==> src/rtl/bbz_pkg.sv <==
// ----------------------------------------------------------------------------
// bbz_pkg
// Shared constants and control types for the zero-padded box blur.
// ----------------------------------------------------------------------------
package bbz_pkg;

    localparam int DEF_MAX_WIDTH  = 1024;
    localparam int DEF_MAX_RADIUS = 15;

    localparam logic [10:0] RST_WIDTH  = 11'd640;
    localparam logic [15:0] RST_HEIGHT = 16'd480;
    localparam logic [3:0]  RST_RADIUS = 4'd10;

    // register indexes (byte address / 4)
    localparam logic [1:0] REG_WIDTH  = 2'd0;
    localparam logic [1:0] REG_HEIGHT = 2'd1;
    localparam logic [1:0] REG_RADIUS = 2'd2;

    typedef struct packed {
        logic accept;     // take the input transaction, write the row store
        logic issue;      // issue one window read
        logic div_start;  // load the dividers
        logic div_step;   // one quotient bit
        logic emit;       // load the output register
    } t_cmd;

    typedef struct packed {
        logic produce;    // accepted item completes an output pixel
        logic last_issue; // final read of the window
        logic q_vld;      // read data in flight
        logic div_done;   // last quotient bit this cycle
        logic out_free;   // output register can take a result
    } t_sts;

endpackage

==> src/rtl/bbz_ctrl.sv <==
// ----------------------------------------------------------------------------
// bbz_ctrl
// Sequencer: accept, window read sweep, drain, divide, emit.
// ----------------------------------------------------------------------------
module bbz_ctrl
    import bbz_pkg::*;
(
    input  logic i_clk,
    input  logic i_rst_n,
    input  logic i_valid,
    output logic o_ready,
    input  t_sts i_sts,
    output t_cmd o_cmd
);

    typedef enum logic [4:0] {
        S_IDLE  = 5'b00001,
        S_SUM   = 5'b00010,
        S_DRAIN = 5'b00100,
        S_DIV   = 5'b01000,
        S_EMIT  = 5'b10000
    } t_state;

    t_state r_state, n_state;

    always_ff @(posedge i_clk) begin
        if (!i_rst_n) begin
            r_state <= S_IDLE;
        end else begin
            r_state <= n_state;
        end
    end

    always_comb begin
        n_state = r_state;
        o_cmd   = '0;
        o_ready = 1'b0;
        unique case (r_state)
            S_IDLE: begin
                o_ready = 1'b1;
                if (i_valid) begin
                    o_cmd.accept = 1'b1;
                    if (i_sts.produce) n_state = S_SUM;
                end
            end
            S_SUM: begin
                o_cmd.issue = 1'b1;
                if (i_sts.last_issue) n_state = S_DRAIN;
            end
            S_DRAIN: begin
                // wait for the last read to land in the accumulators
                if (!i_sts.q_vld) begin
                    o_cmd.div_start = 1'b1;
                    n_state = S_DIV;
                end
            end
            S_DIV: begin
                o_cmd.div_step = 1'b1;
                if (i_sts.div_done) n_state = S_EMIT;
            end
            S_EMIT: begin
                if (i_sts.out_free) begin
                    o_cmd.emit = 1'b1;
                    n_state = S_IDLE;
                end
            end
            default: n_state = S_IDLE;
        endcase
    end

endmodule

==> config.mk <==
export PLATFORM = sky130hd
export DESIGN_NAME = bbz_ctrl
export DESIGN_NICKNAME = d
export VERILOG_FILES = /design/src/rtl/bbz_pkg.sv /design/src/rtl/bbz_ctrl.sv
export SDC_FILE = /design/constraint.sdc
export NUM_CORES = 1
export LEC_CHECK = 0
export BUFFER_PORTS_ARGS = -buffer_cell sky130_fd_sc_hd__buf_2
export CORE_AREA = 5 5 42 44
export DETAILED_ROUTE_END_ITERATION = 7
export DIE_AREA = 0 0 47 49
export GPL_TIMING_DRIVEN = 0
export SYNTH_ARGS = -nofsm -noshare
export SYNTH_HDL_FRONTEND = slang
export SYNTH_SLANG_ARGS = --single-unit
==> constraint.sdc <==
create_clock -name i_clk -period 3.25 [get_ports i_clk]
set_clock_uncertainty 0.2 [all_clocks]
set_input_delay 0.65 -clock i_clk [delete_from_list [all_inputs] [get_ports i_clk]]
set_output_delay 0.65 -clock i_clk [all_outputs]
set_load 0.01 [all_outputs]
==> results_dict.tcl <==
set metrics [dict create \
    start_util_pct 23.8 \
    io_buffers 13 \
    slew_viol_final 0 \
    cts_hold_buffers 0 \
    regMostFlops "r_state" \
    routed_wl_um 774 \
    cts.repair.resized 0 \
    ant_nets 0 \
    r2r-start "r_state[0]" \
    peakVddDrop_v 0.000151 \
    final_hold_viol_count 0 \
    worst-path-max-fanout 5 \
    layout_commonest_cell "buf_2" \
    cp_data_arrival_time_ps 1420 \
    drive_gt1_share_pct 34.5 \
    leakagePower_nw 0.208 \
    p_sw_w 0.0000381 \
    grt_pass1_wl_um 1260 \
    startpoint "r_state[0]" \
    io_pins 14 \
    multiInputGateArea_um2 219 \
    reg_top3 "r_state: 5 flops" \
    cts.sink_count 5 \
    slew-limit-headroom_pct 68.9 \
    post_drt_wl_per_cell_um 10.5 \
    antenna_found_initial 0 \
    chipHeight_um 49 \
    seqPwrFrac_pct 40.8 \
    synth.cell_area_um2 334 \
    grt_usage_pct 7.33 \
    htree_num_levels 1 \
    dr.pass1.iters 4 \
    setup_viol 0 \
    internal_power_w 0.000124 \
    cap_violations 0 \
    final_cell_mix "buf_2, nor2_1, dfxtp_1" \
    grt_max_degree 9 \
    swShare_pct 23.5 \
    fmax_ghz 0.441 \
    drt_iter0_markers 12 \
    diodes 0 \
    rows 14 \
    hold_start "i_rst_n" \
    yosysWarnings 0 \
    synth.distinct_cells 21 \
    cp.required_ps 2400 \
    syn_avg_cell_area_um2 8.15 \
    crit_path_end_kind "output port" \
    post_cts_buffers 0 \
    finalCritPeriodShare_pct 69.7 \
    grt_pass1_vias 309 \
    tightest_slew_ps 463 \
    regArea_um2 100 \
    gp_congestion 0.760 \
    p_per_area_nw_per_um2 365 \
    cts-root-buf "clkbuf_4" \
    grt_overflow 0 \
    status "completed" \
    period_needed_ps 2270 \
    die_area_um2 2300 \
    syn-num-nets 49 \
    yosysSeqAreaShare_pct 30.0 \
    vias 342 \
    power_frac_comb_pct 17.3 \
    syn_inst 41 \
    insertion_delay_ps 230 \
    path_clk_slew_ps 40 \
    fillCellCount 165 \
    cts_tree "yes" \
    fin_util_pct 31.8 \
    dp_hpwl_um 613 \
    vias_per_cell 4.62 \
    core_um2 1400 \
    die_w_um 47 \
    rsz0062_at_grt "false" \
    setup_tns_ps 0 \
    area_growth_pct 33.3 \
    cts_buffer_depth 2 \
    largest_reg_flops 5 \
    p_clk_share_pct 41.9 \
    hold_class "in -> reg" \
    path_class "reg -> out" \
    fin_nets 67 \
    numCtsBuffers 3 \
    ys_ff_latch 5 \
    drc_errors 0 \
    startpoint_type "flip-flop" \
]
==> kinds of logic (layout without fill, tap and decap cells) <==
group / Yosys count / count (layout) / synth area share, %
simple gates: 24 / 24 / 42.3
flops: 5 / 5 / 30.0
compound gates: 10 / 10 / 23.2
buf+inv: 2 / 19 / 4.49
==> per-stage QoR <==
| step | setup slack, ps | hold slack (ps) | instance area, um2 | cells | total power (W) |
|---|---|---|---|---|---|
| floorplan | 1370 | 439 | 334 | 41 | 0.0000843 |
| CTS | 970 | 475 | 445 | 74 | 0.000167 |
| global route | 817 | 489 | 445 | 74 | 0.000173 |
| global placement | 1250 | 485 | 419 | 70 | 0.0000956 |
| finish | 984 | 475 | 445 | 74 | 0.000163 |
| detailed placement | 1230 | 495 | 419 | 70 | 0.0000959 |
==> cell usage after synthesis (all sizes together) <==
cell type,n,area share (%)
a21boi,1,2.2
nor4,3,7.5
nand2b,4,7.5
a221oi,1,2.6
a21oi,1,1.5
o22ai,1,1.9
nor2b,2,3.7
a21o,2,4.5
and3,2,3.7
nand2,2,2.2
o22a,1,2.6
nor3,2,3.0
or3,1,3.4
o41ai,1,2.6
buf,2,4.5
nor2,5,5.6
dfxtp,5,30
o21a,1,2.2
and2,3,5.6
a32o,1,3.0
==> final cells by class <==
type | count | area share, %
Tap cell | 16 | 4.49
Buffer | 2 | 3.37
Sequential cell | 5 | 22.5
Multi-Input combinational cell | 34 | 49.2
Timing Repair Buffer | 13 | 14.6
Clock buffer | 4 | 5.90
==> power by group through the flow <==
stage	Sequential (W)	Clock (W)	Combinational (W)
after floorplan	0.0000665	0	0.0000178
after global placement	0.0000671	0	0.0000285
after detailed placement	0.0000673	0	0.0000286
after CTS	0.0000663	0.0000722	0.0000287
after global routing	0.0000668	0.0000748	0.0000319
final	0.0000663	0.0000681	0.0000282
==> layer usage <==
metal  vias up  part of all wire, %  GRT usage [%]  wire, um
met4         0                    0           5.53         0
li1        187                    -              -         -
met3         0                  1.8           1.11        14
met2         4                   56           10.9       436
met1       151                   42           9.03       323
met5         -                    0              0         0
==> path summary, 6_finish.rpt <==
kind	endpoint	slack, ps	cells past startpoint
worst max register to register	r_state[0]	1760	4
worst min register to register	r_state[1]	510	2
worst max-delay path	o_cmd[3]	980	4
worst min-delay path	r_state[3]	480	2
==> worst max-delay path, stage by stage (launching register included) <==
cell      delay, ps
dfxtp_1         340
nand2b_1        190
nor4_1          360
buf_4           180
buf_2           120
No activity file was read; power rests on OpenSTA's default activity.
