### config.mk
export PLATFORM = sky130hd
export DESIGN_NAME = bbz_regs
export DESIGN_NICKNAME = d
export VERILOG_FILES = /design/src/rtl/bbz_pkg.sv /design/src/rtl/bbz_regs.sv
export SDC_FILE = /design/constraint.sdc
export NUM_CORES = 1
export LEC_CHECK = 0
export BUFFER_PORTS_ARGS = -buffer_cell sky130_fd_sc_hd__buf_2
export CAP_MARGIN = 0
export CORE_MARGIN = 2
export CORE_UTILIZATION = 47
export DETAILED_ROUTE_END_ITERATION = 8
export GPL_TIMING_DRIVEN = 0
export MAX_ROUTING_LAYER = met4
export PLACE_DENSITY = 0.86
export SETUP_SLACK_MARGIN = 0.3
export SYNTH_ARGS = -nofsm -noshare
export SYNTH_HDL_FRONTEND = slang
export SYNTH_SLANG_ARGS = --single-unit
export TNS_END_PERCENT = 1
### constraint.sdc
create_clock -name i_clk -period 2.2 [get_ports i_clk]
set_input_delay 0.33 -clock i_clk [delete_from_list [all_inputs] [get_ports i_clk]]
set_output_delay 0.33 -clock i_clk [all_outputs]
set_load 0.05 [all_outputs]
### src/rtl/bbz_pkg.sv
// ----------------------------------------------------------------------------
// bbz_pkg
// Shared constants and control types for the zero-padded box blur.
// ----------------------------------------------------------------------------
package bbz_pkg;

    localparam int DEF_MAX_WIDTH  = 1024;
    localparam int DEF_MAX_RADIUS = 15;

    localparam logic [10:0] RST_WIDTH  = 11'd640;
    localparam logic [15:0] RST_HEIGHT = 16'd480;
    localparam logic [3:0]  RST_RADIUS = 4'd10;

    // register indexes (byte address / 4)
    localparam logic [1:0] REG_WIDTH  = 2'd0;
    localparam logic [1:0] REG_HEIGHT = 2'd1;
    localparam logic [1:0] REG_RADIUS = 2'd2;

    typedef struct packed {
        logic accept;     // take the input transaction, write the row store
        logic issue;      // issue one window read
        logic div_start;  // load the dividers
        logic div_step;   // one quotient bit
        logic emit;       // load the output register
    } t_cmd;

    typedef struct packed {
        logic produce;    // accepted item completes an output pixel
        logic last_issue; // final read of the window
        logic q_vld;      // read data in flight
        logic div_done;   // last quotient bit this cycle
        logic out_free;   // output register can take a result
    } t_sts;

endpackage

### src/rtl/bbz_regs.sv
// ----------------------------------------------------------------------------
// bbz_regs
// Configuration registers behind the APB port, with range clamping.
// ----------------------------------------------------------------------------
module bbz_regs
    import bbz_pkg::*;
#(
    parameter int MAX_WIDTH  = DEF_MAX_WIDTH,
    parameter int MAX_RADIUS = DEF_MAX_RADIUS,
    localparam int COL_W = $clog2(MAX_WIDTH + 16),
    localparam int K_W   = $clog2(2 * MAX_RADIUS + 2)
) (
    input  logic             i_clk,
    input  logic             i_rst_n,
    input  logic             psel,
    input  logic             penable,
    input  logic             pwrite,
    input  logic [3:0]       paddr,
    input  logic [31:0]      pwdata,
    output logic [31:0]      prdata,
    output logic             pready,
    output logic [COL_W-1:0] o_w_eff,
    output logic [15:0]      o_h_eff,
    output logic [3:0]       o_r_eff,
    output logic [K_W-1:0]   o_k,
    output logic             o_restart
);

    logic [10:0] r_width;
    logic [15:0] r_height;
    logic [3:0]  r_radius;
    logic        wr_en;
    logic [1:0]  idx;

    assign pready = 1'b1;
    assign idx    = paddr[3:2];
    assign wr_en  = psel && penable && pwrite;

    always_ff @(posedge i_clk) begin
        if (!i_rst_n) begin
            r_width  <= RST_WIDTH;
            r_height <= RST_HEIGHT;
            r_radius <= RST_RADIUS;
        end else if (wr_en) begin
            unique case (idx)
                REG_WIDTH:  r_width  <= pwdata[10:0];
                REG_HEIGHT: r_height <= pwdata[15:0];
                REG_RADIUS: r_radius <= pwdata[3:0];
                default: ;
            endcase
        end
    end

    // a write to a known register restarts the frame
    assign o_restart = wr_en && (idx == REG_WIDTH || idx == REG_HEIGHT || idx == REG_RADIUS);

    always_comb begin
        unique case (idx)
            REG_WIDTH:  prdata = {21'd0, r_width};
            REG_HEIGHT: prdata = {16'd0, r_height};
            REG_RADIUS: prdata = {28'd0, r_radius};
            default:    prdata = 32'd0;
        endcase
    end

    always_comb begin
        if (r_width == 11'd0) begin
            o_w_eff = COL_W'(1);
        end else if (32'(r_width) > MAX_WIDTH) begin
            o_w_eff = COL_W'(MAX_WIDTH);
        end else begin
            o_w_eff = COL_W'(r_width);
        end
        o_h_eff = (r_height == 16'd0) ? 16'd1 : r_height;
        o_r_eff = (32'(r_radius) > MAX_RADIUS) ? 4'(MAX_RADIUS) : r_radius;
        o_k     = K_W'(2 * 32'(o_r_eff) + 1);
    end

endmodule

==> flow_summary.ini, run 1 <==
[critical_path]
cp.required_ns = 1.87
end_kind = primary output
r2r_start = r_width[10]
rrSetupSlack_ns = 1.24
startpoint = r_height[7]
arrival_ns = 1.47
rr_worst_depth = 3
setup.worst_path.start_class = flip-flop
path_class = flip-flop to primary output
r2r_end = r_width[10]
crit_fanout = 4
crit_end = o_h_eff[0]

[final_layout]
area_growth_pct = 31.71
fin_nets = 364
antenna_cells = 0
drive_gt1_frac = 0.3611
seqCellArea_um2 = 620.6
final_cell_mix = 75 x buf_2, 42 x nand2_1, 36 x mux2i_1
final_common_cell = buf_2
multiInputGateArea_um2 = 957.2
num-fill-cells = 327
instances_no_fill = 372
final_core_util = 0.6572

[routing]
route.detailed.wl_per_inst_um = 12.55
first_pass_iters = 4
drc = 0
finalWirelength_um = 4668
viasPerCell = 4.753
drtIter0Drc = 98
vias = 1768
ant_nets = 0

[place]
hpwl_um = 3497
place_inst = 364
port_buffers = 72
gp_congestion = 0.8532

[timing]
final-setup-viol-count = 0
hold_slack_ns = 0.2884
finalHoldViolCount = 0
period_share = 0.8164
slew_viol_final = 0
fmax_mhz = 556.8
period_minus_slack_ns = 1.796
rsz0062_at_grt = no
setup_tns_ns = 0
final.setup_skew_ns = 0
slew-limit-headroom = 0.6315
worstMarginPinSlew_ns = 0.5528

[grt]
grt_usage = 0.2225
overflow = 0
grt_pass1_vias = 1585
grt_pass1_wl_um = 7265
grt_max_degree = 11
antenna_found_initial = 0

[synth]
synth_warnings = 0
ys_ff_latch = 31
ys_seq_area_frac = 0.3347
yosys.cell_types.count = 26
syn_area_um2 = 1854
synth_area_per_cell_um2 = 8.133
syn_inst = 228

[clock_network]
h-tree-depth = 2
clockRootBuffer = clkbuf_8
cts_sinks = 31
cts_tree = done
cts_inserted_buffers = 5
cts.reportedPaths.clkPinSlew_ns = 0.06
worstSkewPairLatency_ns = 0.28
cts-hold-fix-buffers = 0
clock_path_buffers = 2

[worst_hold_path]
min_path_type = primary input to flip-flop

[power_and_ir_drop]
comb_power_share = 0.217
leakage_nw = 1.236
internal_power_mw = 0.9396
p_switching_mw = 0.4238
power_frac_seq = 0.424
ir_worst_vdd_mv = 0.4034
switching_share = 0.3108
p_clk_frac = 0.359
powerDensity_nw_per_um2 = 558.2

[floorplan]
initial_utilization = 0.4990
core_area_um2 = 3716
fp.dieH_um = 66.81
ios = 111
die-area_um2 = 4464
std_cell_rows = 22
die_x_um = 66.81

[run]
maxCapViolations = 0

[outcome]
status = finished clean
[critical path, stage by stage (launching register included)]
cell,delay (ns)
dfxtp_1,0.35
nor4_2,0.35
a41o_1,0.22
buf_2,0.26
[cells by family (layout without fill, tap and decap cells)]
family                 after synthesis  after routing  synth area share
buffers and inverters               58            138            0.1849
muxes                               36             36            0.1943
AOI/OAI and AO/OA                   13             13           0.05466
and+or+nand+nor                     88             88            0.2274
other                                2             18          0.004050
DFF                                 31             31            0.3347
[cell type report]
class                      instances  share of cell area
multi-input combinational        155              0.3919
sequential                        31              0.2541
timing repair buffer              72              0.1475
buffer                            52              0.1317
clock buffer                       8             0.04098
tap                               48             0.02459
inverter                           6            0.009221
[sequential cells by signal (all words and copies together) (netlist names)]
register	count
r_width	11
o_r_eff	4
r_height	16
[power groups by stage]
stage / logic [mW] / clock network, mW / registers (mW)
finish: 0.295 / 0.490 / 0.578
floorplan: 0.232 / 0 / 0.592
detailed placement: 0.293 / 0 / 0.590
global route: 0.312 / 0.524 / 0.579
CTS: 0.294 / 0.492 / 0.578
global placement: 0.291 / 0 / 0.590
[what timing repair did]
| item | in CTS | in global routing |
|---|---|---|
| pin swaps | 0 | 0 |
| endpoints found under the setup margin | 1 | 1 |
| setup buffers | 0 | 0 |
| hold endpoints to repair | 0 | 0 |
| resized for setup | 1 | 1 |
[routing by layer]
metal / GRT usage / up-vias / routed length (um)
met5: - / - / 0
met3: 0.04223 / 5 / 342
met2: 0.3638 / 80 / 2261
met1: 0.2769 / 802 / 2014
met4: 0.07398 / 0 / 48
li1: - / 881 / -
[metrics by stage]
step	worst slack, ns	power [mW]	instance area [um^2]
after global routing	0.3122	1.415	2442
final	0.4040	1.363	2442
after global placement	0.5542	0.8814	2335
after floorplan	0.1969	0.8238	1914
after detailed placement	0.5414	0.8833	2335
after CTS	0.3643	1.364	2436
[synthesized netlist by cell type]
master / count / area (um^2)
o21ai_0: 4 / 20.02
buf_2: 3 / 15.01
mux2i_1: 36 / 360.4
inv_1: 6 / 22.52
o211ai_1: 3 / 22.52
nand2_1: 42 / 157.7
buf_6: 2 / 22.52
a21oi_1: 1 / 5.000
buf_12: 1 / 20.02
and2_4: 1 / 8.760
a31oi_1: 1 / 6.260
dfxtp_1: 31 / 620.6
a41o_1: 1 / 10.01
buf_4: 24 / 180.2
nor3_1: 3 / 15.01
and2_1: 6 / 37.54
o211ai_2: 3 / 37.54
clkbuf_1: 22 / 82.58
and3_4: 1 / 11.26
conb_1: 2 / 7.510
nor2_1: 11 / 41.29
nor2b_1: 11 / 68.82
nor2b_4: 1 / 13.76
nor4_1: 4 / 25.02
and2b_1: 1 / 7.510
nand3_1: 7 / 35.03
[worst min path at each step]
stage / start / endpoint / slack, ns / depth (start not counted)
2_1_floorplan: r_width[0] / r_width[0] / 0.45 / 2
3_3_place_gp: r_height[0] / r_height[0] / 0.46 / 2
3_5_place_dp: r_height[0] / r_height[0] / 0.47 / 2
4_1_cts: pwdata[15] / r_height[15] / 0.29 / 3
5_1_grt: pwdata[11] / r_height[11] / 0.29 / 3
6_report: pwdata[15] / r_height[15] / 0.29 / 3
(Power assumes the default switching activity.)
==> run 2: changes to the inputs <==
--- a/config.mk
+++ b/config.mk
@@ -8,11 +8,11 @@
 export BUFFER_PORTS_ARGS = -buffer_cell sky130_fd_sc_hd__buf_2
 export CAP_MARGIN = 0
 export CORE_MARGIN = 2
-export CORE_UTILIZATION = 47
+export CORE_UTILIZATION = 43
 export DETAILED_ROUTE_END_ITERATION = 8
 export GPL_TIMING_DRIVEN = 0
 export MAX_ROUTING_LAYER = met4
-export PLACE_DENSITY = 0.86
+export PLACE_DENSITY = 0.8
 export SETUP_SLACK_MARGIN = 0.3
 export SYNTH_ARGS = -nofsm -noshare
 export SYNTH_HDL_FRONTEND = slang
==> constraint.sdc (replaced) <==
create_clock -name i_clk -period 1.8 [get_ports i_clk]
set_input_delay 0.27 -clock i_clk [delete_from_list [all_inputs] [get_ports i_clk]]
set_output_delay 0.27 -clock i_clk [all_outputs]
set_load 0.05 [all_outputs]
==> flow_summary.ini, run 2 (synthesis results as in run 1) <==
[outcome]
status = finished clean

[final_layout]
instances_no_fill = 375
num-fill-cells = 380
antenna_cells = 0
seqCellArea_um2 = 628.1
final_cell_mix = 72 x buf_2, 42 x nand2_1, 36 x mux2i_1
area_growth_pct = 35.69
drive_gt1_frac = 0.3908
fin_nets = 365
final_common_cell = buf_2
largest-register = r_height
largest_reg_flops = 16
multiInputGateArea_um2 = 1015

[critical_path]
path_class = flip-flop to primary output
crit_fanout = 4
startpoint = r_height[6]
cpPeakStageDelay_ns = 0.35
setup.worst_path.start_class = flip-flop
arrival_ns = 1.35
r2r_start = r_width[10]
rrSetupSlack_ns = 0.89
cp.required_ns = 1.53
rr_worst_depth = 3
slowest_stage = dfxtp_2
end_kind = primary output
r2r_end = r_width[10]
critical_path.cell_chain = nor4_4 -> a41o_1 -> buf_6

[floorplan]
initial_utilization = 0.4538
std_cell_rows = 23
fp.dieH_um = 69.67
die_x_um = 69.67
ios = 111
core_area_um2 = 4086
die-area_um2 = 4853

[clock_network]
clockRootBuffer = clkbuf_8
clock_path_buffers = 2
cts-hold-fix-buffers = 0
h-tree-depth = 2
cts_inserted_buffers = 5
worstSkewPairLatency_ns = 0.28
cts.reportedPaths.clkPinSlew_ns = 0.07
cts_sinks = 31
cts_tree = done

[grt]
antenna_found_initial = 0
grt_pass1_wl_um = 7948
grt_usage = 0.2136
grt_max_degree = 11
overflow = 0
grt_pass1_vias = 1700

[worst_hold_path]
worstHoldPathCells = 3
hp-start = pwdata[15]
holdPathEnd = r_height[15]
min_path_type = primary input to flip-flop

[timing]
final-setup-viol-count = 0
final.setup_skew_ns = 0
hold_slack_ns = 0.2227
slew_viol_final = 0
setup_tns_ns = 0
period_minus_slack_ns = 1.619
period_share = 0.8996
worstMarginPinSlew_ns = 0.6031
finalHoldViolCount = 0
rsz0062_at_grt = yes
slew-limit-headroom = 0.5979
fmax_mhz = 617.6

[power_and_ir_drop]
leakage_nw = 1.241
powerDensity_nw_per_um2 = 636.9
ir_worst_vdd_mv = 0.4455

[routing]
first_pass_iters = 5
ant_nets = 0
drc = 0
finalWirelength_um = 4942
vias = 1729
route.detailed.wl_per_inst_um = 13.18
viasPerCell = 4.611
drtIter0Drc = 73

[place]
place_inst = 366
hpwl_um = 3596
gp_congestion = 0.8427
port_buffers = 72

[run]
maxCapViolations = 0
==> run 2: worst max path at each step <==
| stage | to | slack (ns) |
|---|---|---|
| 2_1_floorplan | o_restart | 0.11 |
| 3_3_place_gp | prdata[3] | 0.24 |
| 3_5_place_dp | prdata[2] | 0.20 |
| 4_1_cts | o_w_eff[0] | 0.17 |
| 5_1_grt | o_h_eff[0] | 0.13 |
| 6_report | o_h_eff[0] | 0.18 |
==> run 2: stage by stage <==
step                      instance area [um^2]  power (mW)  setup slack, ns  utilization
after floorplan                           1918       1.008           0.1117            -
after global routing                      2516       1.669           0.1323       0.6157
after global placement                    2341       1.080           0.2402       0.5729
after CTS                                 2495       1.604           0.1750       0.6105
final                                     2516       1.603           0.1808       0.6157
after detailed placement                  2341       1.082           0.1969       0.5729
==> run 2: cell type report <==
| cell class | count | area share |
|---|---|---|
| Multi-Input combinational cell | 155 | 0.4033 |
| Sequential cell | 31 | 0.2496 |
| Timing Repair Buffer | 73 | 0.1522 |
| Buffer | 52 | 0.1288 |
| Clock buffer | 7 | 0.03033 |
| Tap cell | 50 | 0.02486 |
| Inverter | 6 | 0.008951 |
| Clock inverter | 1 | 0.001989 |
==> run 2: what timing repair did <==
item | in CTS | in global routing
endpoints found under the setup margin | 19 | 20
buffers inserted | 1 | 0
hold endpoints to repair | 0 | 0
pin swaps | 6 | 4
gates resized for setup | 17 | 5
==> run 2: critical path: cells and delay by family, from the launching register on <==
| family | cells | cell delay, ns |
|---|---|---|
| flip-flops | 1 | 0.35 |
| AO/OA/AOI/OAI | 1 | 0.24 |
| AND/OR/NAND/NOR | 1 | 0.30 |
| buffers and inverters | 1 | 0.17 |
==> run 2: power breakdown <==
part	switching (mW)	leakage (nW)	internal (mW)
logic	0.260	0.949	0.107
clock network	0.255	0.0422	0.271
registers	0.0128	0.250	0.697
==> run 2: routing by layer <==
layer,vias to the layer above,part of all wire,global-route usage
met5,-,0,-
li1,884,-,-
met1,775,0.42,0.2464
met3,6,0.061,0.05669
met4,0,0.015,0.06624
met2,64,0.50,0.3632
==> run 3: changes to the inputs <==
--- a/config.mk
+++ b/config.mk
@@ -13,6 +13,7 @@
 export GPL_TIMING_DRIVEN = 0
 export MAX_ROUTING_LAYER = met4
 export PLACE_DENSITY = 0.8
+export REMOVE_ABC_BUFFERS = 1
 export SETUP_SLACK_MARGIN = 0.3
 export SYNTH_ARGS = -nofsm -noshare
 export SYNTH_HDL_FRONTEND = slang
==> flow_summary.ini, run 3 (synthesis results as in run 1) <==
[critical_path]
cp.required_ns = 1.53
path_class = flip-flop to primary output
end_kind = primary output
setup.worst_path.start_class = flip-flop
arrival_ns = 1.36
crit_fanout = 4

[timing]
finalHoldViolCount = 0
slew-limit-headroom = 0.4609
fmax_mhz = 615.1
rsz0062_at_grt = yes
hold_slack_ns = 0.2135
slew_viol_final = 0
final-setup-viol-count = 0
period_minus_slack_ns = 1.626
final.setup_skew_ns = 0
worstMarginPinSlew_ns = 0.8087
period_share = 0.9032
setup_tns_ns = 0

[clock_network]
cts_inserted_buffers = 5
cts.reportedPaths.clkPinSlew_ns = 0.07
clockRootBuffer = clkbuf_8
clock_path_buffers = 2
h-tree-depth = 2
cts_tree = done
cts-hold-fix-buffers = 0
worstSkewPairLatency_ns = 0.29
cts_sinks = 31

[final_layout]
largest_reg_flops = 16
largest-register = r_height
drive_gt1_frac = 0.3696
area_growth_pct = 19.30
final_core_util = 0.5413
num-fill-cells = 404
final_cell_mix = 70 x buf_2, 42 x nand2_1, 36 x mux2i_1
seqCellArea_um2 = 629.4
antenna_cells = 0
multiInputGateArea_um2 = 1007
final_common_cell = buf_2
instances_no_fill = 326
fin_nets = 316

[routing]
drc = 0
finalWirelength_um = 4460
ant_nets = 0
drtIter0Drc = 72
vias = 1585
route.detailed.wl_per_inst_um = 13.68
first_pass_iters = 4
viasPerCell = 4.862

[place]
gp_congestion = 0.7850
hpwl_um = 3070
port_buffers = 74
place_inst = 317

[floorplan]
core_area_um2 = 4086
std_cell_rows = 23
fp.dieH_um = 69.67
initial_utilization = 0.4538
die-area_um2 = 4853
die_x_um = 69.67
ios = 111

[power_and_ir_drop]
switching_share = 0.3376
p_clk_frac = 0.341
power_mw = 1.556
internal_power_mw = 1.031
comb_power_share = 0.204
powerDensity_nw_per_um2 = 703.5
ir_worst_vdd_mv = 0.3808
power_frac_seq = 0.456
p_switching_mw = 0.5253
leakage_nw = 1.075

[run]
maxCapViolations = 0

[grt]
grt_max_degree = 48
grt_pass1_vias = 1446
grt_usage = 0.1917
overflow = 0
grt_pass1_wl_um = 7127
antenna_found_initial = 0

[outcome]
status = finished clean

[worst_hold_path]
min_path_type = primary input to flip-flop
[run 3: cell types whose count changed in the layout (fill, tap and decap cells not counted), moves of 2 or more]
cell / change
buf_2: -2
buf_4: -24
clkbuf_1: -23
clkinv_2: +2
o21ai_0: +4
o21ai_1: -3
[run 3: power groups by stage]
stage	Sequential (mW)	Combinational [mW]	Clock, mW
floorplan	0.748	0.194	0
global route	0.711	0.336	0.570
finish	0.709	0.317	0.530
detailed placement	0.722	0.311	0
global placement	0.721	0.308	0
CTS	0.709	0.316	0.539
[run 3: what timing repair did]
action                                  in CTS  in global routing
gates resized for setup                     18                  2
pin swaps                                    6                  4
endpoints found under the hold margin        0                  0
endpoints found under the setup margin      19                 15
buffers inserted                             1                  0
[run 3: layout make-up]
type / count / area share
tap: 50 / 0.02828
timing repair buffer: 76 / 0.1838
clock inverter: 3 / 0.006787
inverter: 6 / 0.01018
multi-input combinational: 155 / 0.4553
sequential: 31 / 0.2845
clock buffer: 5 / 0.03111
[run 3: path summary, 6_finish.rpt]
path,endpoint,slack [ns],startpoint,cells after the start
setup reg to reg,r_width[10],1.01,r_width[10],2
setup / recovery,o_h_eff[0],0.17,r_height[15],3
hold / removal,r_height[11],0.21,pwdata[11],3
hold reg to reg,o_r_eff[2],0.48,o_r_eff[2],2
[run 3: stage by stage]
| stage | worst slack (ns) | area (um^2) |
|---|---|---|
| finish | 0.1742 | 2212 |
| global route | 0.1240 | 2212 |
| CTS | 0.1764 | 2208 |
| detailed placement | 0.05360 | 2043 |
| global placement | -0.6586 | 2027 |
| floorplan | -0.3598 | 1594 |
[run 3: routing by layer]
| layer | global-route usage | vias to the layer above | share of wire |
|---|---|---|---|
| li1 | - | 790 | - |
| met1 | 0.2351 | 712 | 0.43 |
| met2 | 0.3045 | 76 | 0.48 |
| met3 | 0.04360 | 7 | 0.081 |
| met4 | 0.07906 | 0 | 0.017 |
| met5 | - | - | 0 |
[run 3: worst max-delay path: stages (launching register included)]
cell     delay [ns]
dfxtp_2        0.35
nor4_4         0.33
a41o_1         0.23
buf_6          0.16
